[src/hw/rtl/dlm_pkg.sv]
`timescale 1ns / 1ps
// ----------------------------------------------------------------------------
// dlm_pkg
// Types and constants shared by the dense layer multiply-accumulate blocks.
// ----------------------------------------------------------------------------
package dlm_pkg;

    localparam int MAX_INPUTS = 1024;
    localparam int ADDR_W     = $clog2(MAX_INPUTS);
    localparam int CNT_W      = ADDR_W + 1;
    localparam int MAX_ROWS   = 512;
    localparam int ROW_W      = $clog2(MAX_ROWS);
    localparam int ROWCNT_W   = ROW_W + 1;
    localparam int DATA_W     = 16;
    localparam int FRAC_BITS  = 12;
    localparam int ACC_W      = 48;
    localparam int PROD_W     = 2 * DATA_W;
    localparam int SUM_W      = ACC_W - FRAC_BITS + 1;
    localparam int CFG_IDX_W  = 2;
    localparam int CFG_DATA_W = CNT_W;

    localparam logic [CNT_W-1:0]    INPUT_COUNT_RESET = CNT_W'(784);
    localparam logic [ROWCNT_W-1:0] ROW_COUNT_RESET   = ROWCNT_W'(512);

    localparam logic signed [SUM_W-1:0]  SUM_HI  = SUM_W'((2 ** (DATA_W - 1)) - 1);
    localparam logic signed [SUM_W-1:0]  SUM_LO  = -SUM_HI - SUM_W'(1);
    localparam logic signed [DATA_W-1:0] DATA_HI = DATA_W'((2 ** (DATA_W - 1)) - 1);
    localparam logic signed [DATA_W-1:0] DATA_LO = -DATA_HI - DATA_W'(1);

    typedef enum logic [1:0] {
        FUNC_LOAD   = 2'd0,
        FUNC_WEIGHT = 2'd1,
        FUNC_BIAS   = 2'd2,
        FUNC_NONE   = 2'd3
    } t_func;

    typedef enum logic [CFG_IDX_W-1:0] {
        CFG_INPUT_COUNT = 2'd0,
        CFG_ROW_COUNT   = 2'd1,
        CFG_RELU_ENABLE = 2'd2
    } t_cfg_index;

    typedef struct packed {
        t_func                     func;
        logic [ADDR_W-1:0]         index;
        logic signed [DATA_W-1:0]  value;
    } t_in_item;

    typedef struct packed {
        logic signed [DATA_W-1:0]  neuron_value;
        logic [ROW_W-1:0]          row;
        logic                      last;
        logic [ROW_W-1:0]          best_row;
        logic                      saturated;
        logic                      overrun;
    } t_result;

    typedef struct packed {
        logic                      weight;
        logic                      bias;
        logic                      overrun;
        logic signed [DATA_W-1:0]  value;
    } t_mac_ctl;

    typedef struct packed {
        logic                      valid;
        logic                      overrun;
        logic signed [SUM_W-1:0]   sum;
    } t_sum_ctl;

endpackage

[src/hw/rtl/dlm_mac.sv]
`timescale 1ns / 1ps
// ----------------------------------------------------------------------------
// dlm_mac
// Multiplier stage, 48-bit accumulator and bias addition.
// ----------------------------------------------------------------------------
module dlm_mac import dlm_pkg::*; (
    input  logic                     i_clk,
    input  logic                     i_rst_n,
    input  t_mac_ctl                 i_ctl,
    input  logic signed [DATA_W-1:0] i_act,
    output t_sum_ctl                 o_sum
);

    logic signed [PROD_W-1:0] r_prod;
    logic signed [PROD_W-1:0] n_prod;
    t_mac_ctl                 r_ctl;
    logic signed [ACC_W-1:0]  r_acc;
    logic signed [ACC_W-1:0]  n_acc;
    t_sum_ctl                 r_sum;
    t_sum_ctl                 n_sum;

    assign n_prod = $signed(i_act) * $signed(i_ctl.value);

    always_comb begin
        n_acc         = r_acc;
        n_sum         = '0;
        n_sum.overrun = r_ctl.overrun;
        n_sum.sum     = SUM_W'(r_acc >>> FRAC_BITS) + SUM_W'($signed(r_ctl.value));
        if (r_ctl.weight) begin
            n_acc = r_acc + ACC_W'(r_prod);
        end
        if (r_ctl.bias) begin
            n_sum.valid = 1'b1;
            n_acc       = '0;
        end
    end

    always_ff @(posedge i_clk) begin
        r_prod <= n_prod;
    end

    always_ff @(posedge i_clk) begin
        if (!i_rst_n) begin
            r_ctl <= '0;
            r_acc <= '0;
            r_sum <= '0;
        end else begin
            r_ctl <= i_ctl;
            r_acc <= n_acc;
            r_sum <= n_sum;
        end
    end

    assign o_sum = r_sum;

endmodule

[config.mk]
export PLATFORM = sky130hd
export DESIGN_NAME = dlm_mac
export DESIGN_NICKNAME = d
export VERILOG_FILES = /design/src/hw/rtl/dlm_pkg.sv /design/src/hw/rtl/dlm_mac.sv
export SDC_FILE = /design/constraint.sdc
export NUM_CORES = 1
export LEC_CHECK = 0
export BUFFER_PORTS_ARGS = -buffer_cell sky130_fd_sc_hd__buf_2
export CORE_MARGIN = 1.5
export CORE_UTILIZATION = 70
export DETAILED_ROUTE_END_ITERATION = 10
export PLACE_DENSITY_LB_ADDON = 0.1
export SYNTH_ARGS = -nofsm -noshare
export SYNTH_HDL_FRONTEND = slang
export SYNTH_SLANG_ARGS = --single-unit
[constraint.sdc]
create_clock -name i_clk -period 15.9 [get_ports i_clk]
set_input_delay 2.385 -clock i_clk [delete_from_list [all_inputs] [get_ports i_clk]]
set_output_delay 2.385 -clock i_clk [all_outputs]
set_load 0.01 [all_outputs]
Word-level counts from Yosys, hierarchy flattened
Index checks and enable logic that the tools add are counted.
Word-level totals
  flip-flop bits (word level): 138
  input port bits: 37
  logic and storage cells: 15
  output and inout port bits: 39
Operators by class
  muxes and demuxes: 1
  $mul: 1
  $add $sub $neg: 2
  bitwise operators: 1
  reduce and logical (&&, ||, !) cells: 1
Operators by type and width (number)
  $add 48x32->48: 1
  $add 36x16->37: 1
  $mul 16x16->32: 1
  $reduce_or 2->1: 1
  $mux 1: 1
  $not 1->1: 1

Longest topological paths before layout
Gate-level depths: netlist of run 1.
  depth after elaboration: 2
  mapped depth: 24
  mapped depth without buffers: 22

Worst setup path before layout of run 1
OpenSTA, ideal clock, no wires.
  path kind: in2reg
  start: input port i_ctl[8] (netlist bit)
  end: register r_prod[31]
  data required time: 15779 ps
  stages on the path: 24
  arrival time: 8078 ps
  buffers on the path: 2
  setup time: 121 ps
  path slack: 7702 ps
  path through: clkbuf_1 -> clkbuf_1 -> nand2_1 -> fa_1 -> inv_1 -> fa_1 -> inv_1 -> fa_1 -> inv_1 -> fa_1 -> fa_1 -> inv_1 -> fa_1 -> inv_1 -> ha_1 -> a21oi_1 -> nand2_1 -> or3_1 -> o21ai_1 -> o2111ai_1 -> a41o_1 -> a221oi_1 -> o21bai_1 -> xnor2_1
Between the ends
  word-level cells in the longest chain between the ends: 1
RTL lines
  start: declaration: RTL line dlm_mac.sv:9  | input t_mac_ctl i_ctl,
  $mul 16x16->32: RTL line dlm_mac.sv:22  | assign n_prod = $signed(i_act) * $signed(i_ctl.value);
  via n_prod[31]: RTL line dlm_mac.sv:15  | logic signed [PROD_W-1:0] n_prod;
  end signal: assignment: RTL line dlm_mac.sv:39  | r_prod <= n_prod;
  end: declaration: RTL line dlm_mac.sv:14  | logic signed [PROD_W-1:0] r_prod;
The timed path passes the listed nets, and every way through them passes these cells.
A chain may end at the register's enable or synchronous reset.

Worst setup path after layout of run 1
Same ends and word-level chain as after synthesis.

==> flow_summary.yaml, run 1 <==
clocking:
  h-tree-depth: 4
  cts_tree: "yes"
  clock_sinks: 138
  cts_buffers: 17
  clkSlewWorstSetupHoldPaths_ns: 0.07
  post_cts_buffers: 0
  cts_resized: 0
  clk_latency_ns: 0.42
  hold_buffers: 0
  cts_max_path_buffers: 2
  cts_root_buf: "clkbuf_16"
final_layout:
  diodes: 0
  area_delta_synth_final_pct: 6.20
  layout_common_cells: "inv_1, fa_1, nand2_1"
  nNetsFinal: 2520
  fillers: 1857
  layout-drive-gt1-share_pct: 6.05
  final_common_cell: "inv_1"
  fin_area_um2: 19100
floorplanning:
  die_y_um: 163
  core_um2: 25200
  start_util_pct: 71.3
  io_pins: 76
  std_cell_rows: 58
  fp.dieW_um: 163
  dieArea_um2: 26600
setup_path:
  crit_top_cell: "fa_1"
  critPathSlowestCell: "fa_1"
  cpPeakStageDelay_ns: 0.54
  worstPathMaxFanout: 17
  cp.arrival_ns: 8.49
  start_kind: "input port"
  worstPathRequired_ns: 16.20
  cp-end-kind: "flip-flop"
  crit_type: "input port to flip-flop"
  critPathBufInv: 6
  crit_path_cell_trace: "buf_2, nand2_1, fa_1, inv_1, fa_1, inv_1, fa_1, inv_1, fa_1, fa_1, inv_1, fa_1, inv_1, ha_1, a21oi_1, nand2_1, or3_1, o21ai_1, o2111ai_1, a41o_1, a221oi_1, o21bai_1, xnor2_1"
  cp_top_family: "adder cells"
sta:
  fin_skew_ns: 0.0151
  setup_viol_count_final: 0
  fmax_mhz: 122
  final_hold_viol_count: 0
  max_slew_margin_pct: 39.9
  tightest_slew_ns: 0.901
  slew_violations: 0
  rsz0062_at_grt: "false"
  fin_crit_sh_pct: 51.5
  tns_ns: 0
  period_needed_ns: 8.19
  hold_ws_ns: 0.449
drt:
  drtAntennaViolNets: 0
  viasPerCell: 5.81
  dr_total_vias: 13900
  wl_um: 41700
  drt_iter0_markers: 1044
  routedWlPerCell_um: 17.4
  drc: 0
  first_pass_iters: 6
placement:
  hpwl_um: 33200
  dpl_cell_area_um2: 18500
  routabilityCongestion: 0.937
  io_buffers: 75
global_route:
  grtUsageTotal_pct: 33.2
  grt_pass1_vias: 14200
  antenna_found_initial: 0
  grt_pass1_wl_um: 69700
  grt_overflow_total: 0
  grt_max_degree: 71
logic_synthesis:
  yosysSeqAreaShare_pct: 15.4
  synth-simple-area-share_pct: 16.9
  synth_compound_area_share_pct: 12.0
  syn-cell-area_um2: 18000
  yosysWarnings: 0
  muxShareOfSynthArea_pct: 1.78
  synthArstFlopShare_pct: 0
  synth_cell_types: 69
  synth_xor_area_share_pct: 4.59
  avgSynthCellArea_um2: 8.84
  synth.largest_area_cell: "fa_1"
  synth_top_family_by_area: "adder cells"
  synthAdderAreaFrac_pct: 40.9
  synth_top_area_share_pct: 29.4
  synth_edf_count: 0
  syn_inst: 2031
  synthFlopType: "dfxtp_1"
  netlist_top_cells_area: "fa_1, dfxtp_1, ha_1, inv_1, and2_1"
  syn_nets: 2497
  synth_seq_cells: 138
outcome:
  run_status: "finished, final reports clean"
worst_hold_path:
  hp-class: "flip-flop to flip-flop"
job:
  drv_cap: 0
path summary, 6_finish.rpt:
kind                   startpoint                   end  slack [ns]  cells past startpoint
max                      i_ctl[8]    r_prod[31]$_DFF_P_        7.71                     23
min          n_sum[37]$_SDFF_PN0_  o_sum[37]$_SDFF_PN0_        0.45                      1
min reg2reg  n_sum[37]$_SDFF_PN0_  o_sum[37]$_SDFF_PN0_        0.45                      1
max reg2reg  r_ctl[15]$_SDFF_PN0_  o_sum[35]$_SDFF_PN0_       12.28                     10
metal layers:
layer	GRT usage, %	wire length [µm]
met1	44.9	18500
met2	54.8	19100
met3	5.79	3080
met4	9.80	925
met5	0	0
flip-flops by register name (all words and copies together), names as in the netlist:
signal  cells
n_sum       1
o_sum      39
r_acc      48
r_ctl      18
r_prod     32
kinds of logic after synthesis:
group,after synthesis
and+or+nand+nor,607
DFF,138
xor gates and xnor gates,94
AOI/OAI and AO/OA,334
adders and majority gates,429
muxes,32
buffers and inverters,397
Yosys cell counts (all sizes together), types with 5 or more instances:
| master | n |
|---|---|
| a21oi | 115 |
| o2111ai | 5 |
| xor2 | 26 |
| ha | 165 |
| nor3 | 7 |
| nor2b | 13 |
| o21bai | 12 |
| nand3 | 25 |
| mux2i | 32 |
| and2 | 175 |
| clkbuf | 67 |
| xnor2 | 68 |
| inv | 323 |
| a31oi | 10 |
| dfxtp | 138 |
| o211ai | 11 |
| o22ai | 7 |
| fa | 264 |
| o21a | 10 |
| nor2 | 106 |
| o21ai | 58 |
| nand2b | 20 |
| buf | 7 |
| nand2 | 201 |
| or3 | 6 |
| and3 | 10 |
| a21o | 51 |
| a211oi | 12 |
| o31ai | 9 |
| nand4 | 17 |
| or4 | 6 |
cell type report:
| type | instances | area, µm² | area share [%] |
|---|---|---|---|
| multi-input cells | 1496 | 13700 | 71.8 |
| clock inverters | 15 | 161 | 0.847 |
| inverters | 323 | 1210 | 6.36 |
| well taps | 330 | 413 | 2.17 |
| repair buffers | 78 | 398 | 2.09 |
| flip-flops and latches | 138 | 2760 | 14.5 |
| clock buffers | 17 | 425 | 2.23 |
per-stage QoR:
step	cells	util, %	setup WS (ns)
after floorplan	2031	-	7.70
after global placement	2365	73.4	7.52
after detailed placement	2365	73.4	7.32
after CTS	2397	75.7	7.80
after global routing	2397	75.7	7.46
final	2397	75.7	7.71
Power of run 1 is left out: the tool's default activity adds up to more than one toggle a clock period on the data nets, which glitch-free logic cannot reach.
==> run 2, diff against run 1 <==
Settings changed: CORE_UTILIZATION 70 to 65.
Clock period 15.9 ns to 7.7 ns, I/O delays scaled along.
==> flow_summary.yaml, run 2 (synthesized netlist as in run 1, its figures left out) <==
global_route:
  grt_max_degree: 71
  grt_pass1_vias: 14000
  grt_overflow_total: 0
  antenna_found_initial: 1
  grt_pass1_wl_um: 68800
  grtUsageTotal_pct: 30.2
final_layout:
  nNetsFinal: 2524
  area_delta_synth_final_pct: 6.30
  layout_common_cells: "inv_1, fa_1, nand2_1"
  layout-drive-gt1-share_pct: 6.23
  final_common_cell: "inv_1"
  largest_register_ffs: 48
  regMostFlops: "r_acc"
  diodes: 0
outcome:
  run_status: "finished, final reports clean"
setup_path:
  cpPeakStageDelay_ns: 0.55
  critPathBufInv: 6
  r2r-start: "r_ctl[15]$_SDFF_PN0_"
  cp-end-kind: "flip-flop"
  crit_path_cell_trace: "buf_2, nand2_1, fa_1, inv_1, fa_1, inv_1, fa_1, inv_1, fa_1, fa_1, inv_1, fa_1, inv_1, ha_1, a21oi_1, nand2_1, or3_1, o21ai_1, o2111ai_1, a41o_1, a221oi_1, o21bai_1, xnor2_1"
  crit_type: "input port to flip-flop"
  worstPathRequired_ns: 8.01
  cp.arrival_ns: 7.20
  start_kind: "input port"
  crit_start: "i_ctl[7]"
  cp_top_family: "adder cells"
  critPathSlowestCell: "fa_1"
  crit_top_cell: "fa_1"
  worstPathMaxFanout: 17
drt:
  drtAntennaViolNets: 0
  wl_um: 41000
  routedWlPerCell_um: 17.0
  viasPerCell: 5.71
  drc: 0
  drt_iter0_markers: 927
  dr_total_vias: 13800
  first_pass_iters: 5
sta:
  hold_ws_ns: 0.439
  fin_crit_sh_pct: 89.6
  final_hold_viol_count: 0
  period_needed_ns: 6.90
  fmax_mhz: 145
  rsz0062_at_grt: "false"
  slew_violations: 0
  setup_viol_count_final: 0
  tightest_slew_ns: 0.880
  fin_skew_ns: 0.0166
  tns_ns: 0
  max_slew_margin_pct: 41.2
floorplanning:
  start_util_pct: 66.4
  dieArea_um2: 28600
  io_pins: 76
  die_y_um: 169
  fp.dieW_um: 169
  std_cell_rows: 60
  core_um2: 27000
job:
  drv_cap: 0
clocking:
  cts_resized: 0
  post_cts_buffers: 0
  hold_buffers: 0
  cts_max_path_buffers: 2
  clock_sinks: 138
  cts_tree: "yes"
  h-tree-depth: 4
  clk_latency_ns: 0.42
  clkSlewWorstSetupHoldPaths_ns: 0.07
  cts_root_buf: "clkbuf_16"
  cts_buffers: 17
worst_hold_path:
  min_from: "n_sum[37]$_SDFF_PN0_"
  hp-class: "flip-flop to flip-flop"
placement:
  routabilityCongestion: 0.944
  io_buffers: 75
  hpwl_um: 33100
## run 2: cell types whose count changed in the layout (fill, tap and decap cells not counted)
| cell | before | now |
|---|---|---|
| inv_6 | 3 | 6 |
| buf_4 | 3 | 7 |
| bufinv_16 | 1 | 0 |
| inv_8 | 4 | 2 |
## run 2: path summary, 6_finish.rpt
kind	to	slack, ns	cells after the start
setup / recovery	r_prod[31]$_DFF_P_	0.80	23
hold / removal	o_sum[37]$_SDFF_PN0_	0.44	1
setup reg to reg	o_sum[35]$_SDFF_PN0_	4.11	10
hold reg to reg	o_sum[37]$_SDFF_PN0_	0.44	1
## run 2: final cells by class
type / count / area (µm²)
inverter: 323 / 1210
tap: 341 / 427
sequential: 138 / 2760
multi-input combinational: 1496 / 13700
timing repair buffer: 82 / 428
clock inverter: 15 / 135
clock buffer: 17 / 425
fill: 2151 / 7940
## run 2: worst reg2reg max path: stages, from the launching register on
cell	delay, ns
dfxtp_1	0.89
ha_1	0.47
a21oi_1	0.19
o21bai_1	0.08
a21oi_1	0.19
o22ai_1	0.14
a311oi_1	0.46
nor3b_1	0.13
or4_1	0.51
a31oi_1	0.27
mux2i_1	0.20
## run 2: metal layers
| metal | vias to the layer above | GRT usage, % | routed length [µm] |
|---|---|---|---|
| met4 | 0 | 8.00 | 699 |
| li1 | 6598 | - | - |
| met3 | 54 | 3.89 | 2610 |
| met2 | 468 | 48.9 | 18600 |
| met5 | - | 0 | 0 |
| met1 | 6642 | 42.9 | 19100 |
## run 2: through the flow
step	util (%)	instances	worst slack, ns	instance area [µm²]
6_report	70.6	2412	0.804	19100
5_1_grt	70.6	2412	0.481	19100
4_1_cts	70.6	2412	0.850	19100
3_5_place_dp	68.5	2380	0.393	18500
3_3_place_gp	68.5	2380	0.529	18500
2_1_floorplan	-	2031	0.732	18000
Power of run 2 is left out for the same reason.
==> run 3, diff against run 2 <==
Settings changed: CORE_UTILIZATION 65 to 50.
==> flow_summary.yaml, run 3 (synthesized netlist as in run 1, its figures left out) <==
drt:
  routedWlPerCell_um: 16.7
  wl_um: 42400
  viasPerCell: 5.31
  drc: 0
  dr_total_vias: 13500
  first_pass_iters: 5
  drtAntennaViolNets: 0
  drt_iter0_markers: 707
final_layout:
  largest_register_ffs: 48
  layoutNonFillerInstCount: 2537
  diodes: 0
  final_common_cell: "inv_1"
  layout-drive-gt1-share_pct: 6.45
  nNetsFinal: 2529
  regMostFlops: "r_acc"
  layout_common_cells: "inv_1, fa_1, nand2_1"
  area_delta_synth_final_pct: 7.62
sta:
  timing.final.ws_setup_ns: 0.834
  max_slew_margin_pct: 47.3
  period_needed_ns: 6.87
  fmax_mhz: 146
  fin_skew_ns: 0.00841
  rsz0062_at_grt: "false"
  tightest_slew_ns: 0.789
  tns_ns: 0
  final_hold_viol_count: 0
  setup_viol_count_final: 0
  fin_crit_sh_pct: 89.2
  slew_violations: 0
clocking:
  cts_resized: 0
  clock_sinks: 138
  cts_buffers: 17
  h-tree-depth: 4
  post_cts_buffers: 0
  cts_tree: "yes"
  clkSlewWorstSetupHoldPaths_ns: 0.06
  cts_root_buf: "clkbuf_16"
  clk_latency_ns: 0.43
  hold_buffers: 0
  cts_max_path_buffers: 2
setup_path:
  crit_type: "input port to flip-flop"
  worstPathRequired_ns: 8.01
  cp.arrival_ns: 7.18
  worstPathMaxFanout: 17
  cp-end-kind: "flip-flop"
  start_kind: "input port"
outcome:
  run_status: "finished, final reports clean"
floorplanning:
  io_pins: 76
  core_um2: 35500
  std_cell_rows: 69
  dieArea_um2: 37100
  fp.dieW_um: 192
  start_util_pct: 50.6
  die_y_um: 192
global_route:
  grt_use_met2_pct: 37.3
  grt_busiest_layer: "met2"
  grt_overflow_total: 0
  grt_pass1_vias: 13400
  grt_pass1_wl_um: 69600
  grtUsageMet3_pct: 3.04
  grt_max_degree: 71
  grtUsageTotal_pct: 23.9
  grtUsageMet1_pct: 35.0
  antenna_found_initial: 0
placement:
  io_buffers: 75
  dp_worst_setup_slack_ns: 0.387
  dp_cells: 2505
  routabilityCongestion: 0.922
  hpwl_um: 34500
worst_hold_path:
  hp-class: "flip-flop to flip-flop"
job:
  drv_cap: 0
[run 3: worst max-delay path, stage by stage]
cell,delay (ns)
buf_2,0.23
and2_1,0.24
fa_1,0.54
inv_1,0.05
fa_1,0.46
fa_1,0.53
inv_1,0.06
fa_1,0.48
fa_1,0.50
inv_1,0.05
fa_1,0.47
inv_1,0.04
ha_1,0.33
a21oi_1,0.26
nand2_1,0.10
or3_1,0.31
o21ai_1,0.28
o2111ai_1,0.21
a41o_1,0.33
a221oi_1,0.30
o21bai_1,0.11
xnor2_1,0.13
[run 3: stage by stage]
step / util (%) / hold slack [ns] / instance area (µm²)
6_report: 54.5 / 0.440 / 19300
5_1_grt: 54.5 / 0.485 / 19300
4_1_cts: 54.5 / 0.448 / 19300
3_5_place_dp: 52.7 / 0.431 / 18700
3_3_place_gp: 52.7 / 0.420 / 18700
2_1_floorplan: - / 0.412 / 18000
[run 3: final cells by class]
cell class	instances	area [µm²]
Clock buffer	18	439
Fill cell	3335	16200
Clock inverter	14	170
Tap cell	461	577
Sequential cell	138	2760
Multi-Input combinational cell	1496	13700
Timing Repair Buffer	87	465
Inverter	323	1210
[run 3: final timing paths]
kind	slack, ns	cells after the start	startpoint	end
worst min register to register	0.44	1	n_sum[37]$_SDFF_PN0_	o_sum[37]$_SDFF_PN0_
worst max register to register	4.29	10	r_prod[31]$_DFF_P_	r_acc[47]$_SDFFE_PP0P_
worst max-delay path	0.83	22	i_ctl[4]	r_prod[31]$_DFF_P_
worst min-delay path	0.44	1	n_sum[37]$_SDFF_PN0_	o_sum[37]$_SDFF_PN0_
[run 3: layer usage]
metal | share of wire [%] | vias up
met1 | 49 | 6503
met5 | 0 | -
met4 | 1.7 | 0
met3 | 5.0 | 40
met2 | 44 | 336
li1 | - | 6597
Power of run 3 is left out for the same reason.
